File: config.mk
export PLATFORM = sky130hd
export DESIGN_NAME = csrspmv_mac
export DESIGN_NICKNAME = d
export VERILOG_FILES = /design/src/sv/csrspmv_pkg.sv /design/src/sv/csrspmv_mac.sv
export SDC_FILE = /design/constraint.sdc
export NUM_CORES = 2
export LEC_CHECK = 0
export ABC_AREA = 1
export ABC_CLOCK_PERIOD_IN_PS = 13040
export BUFFER_PORTS_ARGS = -buffer_cell sky130_fd_sc_hd__buf_2
export CAP_MARGIN = 20
export CORE_ASPECT_RATIO = 1.25
export CORE_UTILIZATION = 49
export DETAILED_ROUTE_END_ITERATION = 7
export PLACE_DENSITY = 0.62
export SLEW_MARGIN = 30
export SYNTH_ARGS = -nofsm -noshare
export SYNTH_HDL_FRONTEND = slang
export SYNTH_SLANG_ARGS = --single-unit
File: constraint.sdc
create_clock -name aclk -period 13.04 [get_ports aclk]
set_input_delay 1.304 -clock aclk [delete_from_list [all_inputs] [get_ports aclk]]
set_output_delay 1.304 -clock aclk [all_outputs]
set_load 0.02 [all_outputs]
File: src/sv/csrspmv_pkg.sv
// shared types and constants for the compressed-row sparse matrix-vector block
// depends on nothing; imported by csrspmv_mac and csr_sparse_matrix_vector_multiply
`timescale 1ns / 1ps
`default_nettype none

package csrspmv_pkg;

    localparam int unsigned Q_W     = 32;  // q16.16 word
    localparam int unsigned PROD_W  = 64;  // full q32.32 product
    localparam int unsigned ACC_W   = 48;  // accumulator, 16 fraction bits
    localparam int unsigned FRAC_W  = 16;
    localparam int unsigned ROW_W   = 16;
    localparam int unsigned IDX_W   = 10;
    localparam int unsigned LEN_W   = 11;
    localparam int unsigned CMP_W   = 17;  // wide enough for any depth in range

    localparam logic [LEN_W-1:0] LEN_RESET = 11'd1024;

    typedef enum logic {
        ACT_LOAD    = 1'b0,
        ACT_NONZERO = 1'b1
    } action_t;

    // nonzero entering the multiply, vector element arrives from the store
    typedef struct packed {
        logic                    valid;
        logic                    bad;
        logic                    last;
        logic [ROW_W-1:0]        row;
        logic signed [Q_W-1:0]   value;
    } mac_in_t;

    // finished row, sum still at accumulator width
    typedef struct packed {
        logic                    valid;
        logic                    bad;
        logic [ROW_W-1:0]        row;
        logic signed [ACC_W-1:0] sum;
    } row_rep_t;

endpackage

`default_nettype wire

File: src/sv/csrspmv_mac.sv
// multiply and saturating accumulate for one nonzero a cycle while adv is high, reports each finished row
// depends on csrspmv_pkg
`timescale 1ns / 1ps
`default_nettype none

module csrspmv_mac
    import csrspmv_pkg::*;
(
    input  wire logic                  aclk,
    input  wire logic                  aresetn,
    input  wire logic                  adv,
    input  wire mac_in_t               nz_in,
    input  wire logic signed [Q_W-1:0] vec_elem,
    output row_rep_t                   rep
);

    localparam logic signed [ACC_W-1:0] ACC_MAX = {1'b0, {(ACC_W-1){1'b1}}};
    localparam logic signed [ACC_W-1:0] ACC_MIN = {1'b1, {(ACC_W-1){1'b0}}};

    // product stage
    logic                     p_valid_reg;
    logic                     p_bad_reg;
    logic                     p_last_reg;
    logic [ROW_W-1:0]         p_row_reg;
    logic signed [PROD_W-1:0] p_prod_reg;

    // accumulate stage
    logic signed [ACC_W-1:0]  acc_reg;
    logic                     col_err_reg;
    row_rep_t                 rep_reg;

    logic signed [PROD_W-1:0] prod;
    logic signed [ACC_W-1:0]  term;
    logic signed [ACC_W:0]    sum_wide;
    logic signed [ACC_W-1:0]  acc_next;
    logic                     col_err_next;

    // 32x32 signed multiply, exact at 64 bits
    assign prod = nz_in.value * vec_elem;

    always_ff @(posedge aclk) begin
        if (!aresetn) begin
            p_valid_reg <= 1'b0;
        end else if (adv) begin
            p_valid_reg <= nz_in.valid;
        end
        if (adv) begin
            p_bad_reg  <= nz_in.bad;
            p_last_reg <= nz_in.last;
            p_row_reg  <= nz_in.row;
            // a bad column never uses the element, which may be unwritten
            p_prod_reg <= nz_in.bad ? '0 : prod;
        end
    end

    // arithmetic shift is floor division by 2^16
    assign term     = ACC_W'(p_prod_reg >>> FRAC_W);
    assign sum_wide = {acc_reg[ACC_W-1], acc_reg} + {term[ACC_W-1], term};

    always_comb begin
        if (p_bad_reg) begin
            acc_next = acc_reg;
        end else if (sum_wide[ACC_W] != sum_wide[ACC_W-1]) begin
            acc_next = sum_wide[ACC_W] ? ACC_MIN : ACC_MAX;
        end else begin
            acc_next = sum_wide[ACC_W-1:0];
        end
        col_err_next = col_err_reg | p_bad_reg;
    end

    always_ff @(posedge aclk) begin
        if (!aresetn) begin
            acc_reg       <= '0;
            col_err_reg   <= 1'b0;
            rep_reg.valid <= 1'b0;
        end else if (adv) begin
            rep_reg.valid <= p_valid_reg & p_last_reg;
            if (p_valid_reg) begin
                if (p_last_reg) begin
                    acc_reg     <= '0;
                    col_err_reg <= 1'b0;
                end else begin
                    acc_reg     <= acc_next;
                    col_err_reg <= col_err_next;
                end
            end
        end
        if (adv) begin
            rep_reg.bad <= col_err_next;
            rep_reg.row <= p_row_reg;
            rep_reg.sum <= acc_next;
        end
    end

    assign rep = rep_reg;

endmodule

`default_nettype wire
==> summary.txt <==
Critical path
  – Crit-path slowest cell: fa_1
  – CP max FO: 32
  – Critical path's largest stage delay: 930 ps
  – Worst setup EP type: flip-flop
  – R2R setup slack: 9120 ps
  – CP required: 13270 ps
  – Arr. time, crit path: 9270 ps
  – Most Frequent Cell on Critical Path: fa_1
  – Reg2Reg Depth: 18
  – Reg2reg start: p_prod_reg[16]$_SDFFCE_PP0P_
  – Setup Crit Path Kind: input pin to flip-flop
  – Crit path depth: 25
  – CP startpoint kind: input pin
  – Crit-path leading delay family: adder cells
  – Reg-to-reg critical path endpoint: acc_reg[38]$_SDFFE_PN0P_
  – WP buf/inv: 7
  – Worst Setup SP: nz_in[31]

Min path
  – Min-Delay Startpoint: p_row_reg[6]$_DFFE_PP_
  – WHS Path Cells: 0
  – Hold Path End: rep[54]$_DFFE_PP_
  – Min-Delay Path Class: flip-flop to flip-flop

STA
  – Setup_tns: 0 ps
  – Hold Vio Cnt, Final: 0
  – FMAX: 0.1105 GHz
  – Min Tclk post-route: 9046 ps
  – RSZ-0062 raised after global routing: false
  – Slew HR: 36.01%
  – Layout Skew: 16.37 ps
  – Crit share post-route: 69.37%
  – Finish-stage setup viols: 0
  – Worst Tran Pin Value: 959.8 ps
  – Final Max Tran Viols: 0

Floorplanning
  – Initial Util: 49.72%
  – Io pins: 152
  – Core Rows: 127
  – Die X-Extent: 281.6 um
  – Die area: 98980 um^2
  – Core area: 96290 um^2
  – Die H: 351.5 um

Global route
  – Initial antenna violation count: 5
  – Vias in the first global route: 40.38k
  – First-pass GRT wire length: 217700 um
  – Pin count of the biggest net entering global routing: 72
  – Total GRT Usage: 28.33%
  – Overflow after GRT: 0

Clock tree
  – Clock sinks: 182
  – Root buffer cell: clkbuf_16
  – Worst-Skew Late Latency: 460 ps
  – H-tree levels: 4
  – Post-CTS setup buffer count: 0
  – CTS Hold Buffers Added: 0
  – Max clock buf depth: 2
  – Resize count post-CTS: 0
  – CTS tree: yes
  – CTS clk-pin slew, worst paths: 80 ps
  – Num CTS Buffers: 17

Run
  – Number of max-cap violations: 0

Yosys
  – Post-synth top flop: edfxtp_1
  – Synthesized cell area: 47880 um^2
  – Syn_nets: 7405
  – Synth Warn #: 0
  – FF+latch count, synth: 182
  – Post-synth EDFFs: 131
  – Seq/Total Area, Yosys: 10.35%
  – Cells after Synth: 6009
  – Avg Inst Size Synth: 7.968 um^2
  – Post-synth ARST share: 0%
  – Synth unique cells: 37

Finish
  – Most frequent cells in the layout: 1707 x inv_1, 1669 x nand2_1, 1082 x fa_1
  – NumNets Final: 7374
  – Area added between synthesis and finish: 4.693%
  – Ratio of cells with drive above 1 in the final layout: 4.707%
  – Most common cell after layout, fill and taps aside: inv_1
  – Max reg flops: 66

Detailed routing
  – Wirelength per Cell: 18.16 um
  – Via density: 5.066
  – DRT Pass-1 Iters: 5
  – Total Wirelength: 132300 um
  – Post-route DRC violation count: 0
  – Initial DRC count: 2048
  – Routed vias: 36.89k
  – Antenna violation net count after detailed routing: 0

Placed design
  – DP HPWL: 110900 um
  – Gpl congestion: 0.9712
  – Port-buffer cells: 151

Run status
  – Outcome: finished clean
==> stage by stage <==
stage / util (%) / hold slack, ps / std cells / setup slack [ps] / instance area [um^2]
after floorplan: - / 400.3 / 6009 / 4659 / 47880
after global placement: 51.45 / 400.1 / 7248 / 3543 / 49540
after detailed placement: 51.46 / 404.5 / 7249 / 3499 / 49560
after CTS: 52.06 / 419.5 / 7281 / 3959 / 50130
after global routing: 52.06 / 422.3 / 7281 / 3507 / 50130
final: 52.06 / 419.1 / 7282 / 3994 / 50130
==> Yosys cell counts (4+ instances only) <==
| library cell | number | area share [%] |
|---|---|---|
| inv_1 | 1707 | 13 |
| nand2_1 | 1669 | 13 |
| fa_1 | 1082 | 45 |
| nor2_1 | 251 | 2.0 |
| a21oi_1 | 232 | 2.4 |
| ha_1 | 228 | 6.0 |
| clkbuf_1 | 212 | 1.7 |
| edfxtp_1 | 131 | 8.2 |
| o21ai_0 | 86 | 0.90 |
| nand3_1 | 76 | 0.79 |
| dfxtp_1 | 51 | 2.1 |
| nand2_2 | 51 | 0.67 |
| xnor2_1 | 35 | 0.64 |
| nand4_1 | 26 | 0.34 |
| a21o_1 | 25 | 0.39 |
| a31oi_1 | 19 | 0.25 |
| nor3_1 | 17 | 0.18 |
| o21bai_1 | 17 | 0.27 |
| o21a_1 | 15 | 0.24 |
| xor2_1 | 14 | 0.26 |
| or2_2 | 11 | 0.14 |
| a21boi_0 | 6 | 0.094 |
| a21oi_2 | 6 | 0.11 |
| and3_1 | 5 | 0.065 |
| buf_4 | 5 | 0.078 |
| nor4_1 | 5 | 0.065 |
| buf_2 | 4 | 0.042 |
| buf_6 | 4 | 0.094 |
| nor2_2 | 4 | 0.052 |
==> worst max path at each step <==
stage	end	slack (ps)
2_1_floorplan	p_prod_reg[60]$_SDFFCE_PP0P_	4660
3_3_place_gp	p_prod_reg[63]$_SDFFCE_PP0P_	3540
3_5_place_dp	p_prod_reg[63]$_SDFFCE_PP0P_	3500
4_1_cts	p_prod_reg[63]$_SDFFCE_PP0P_	3960
5_1_grt	p_prod_reg[63]$_SDFFCE_PP0P_	3510
6_report	p_prod_reg[63]$_SDFFCE_PP0P_	3990
==> metal layers <==
| layer | routed length [um] | vias up | GRT usage [%] |
|---|---|---|---|
| met3 | 5416 | 204 | 2.239 |
| met1 | 54860 | 18647 | 35.90 |
| li1 | - | 17096 | - |
| met4 | 3376 | 8 | 7.731 |
| met5 | 50 | - | 0 |
| met2 | 68550 | 934 | 51.70 |
==> area by class of cell <==
type | instances | area (um^2)
repair buffers | 175 | 949.7
well taps | 1290 | 1614
clock buffers | 18 | 439.2
multi-input cells | 3895 | 35630
fillers | 9424 | 46170
inverters | 1707 | 6407
flip-flops and latches | 182 | 4955
clock inverters | 14 | 132.6
diodes | 1 | 2.502
==> cell families (layout without fill, tap and decap cells) <==
logic type | Yosys count | count (layout) | share of synthesized area, %
XOR/XNOR | 49 | 49 | 0.8963
AO/OA/AOI/OAI | 417 | 417 | 4.879
adder cells (fa/ha/maj) | 1310 | 1310 | 51.20
other | 0 | 1 | 0
AND/OR/NAND/NOR | 2119 | 2119 | 17.42
buffers and inverters | 1932 | 1914 | 15.26
flip-flops | 182 | 182 | 10.35
Power is not shown: default switching activity piles up to over one toggle a cycle in this logic, so the estimate is an artifact.
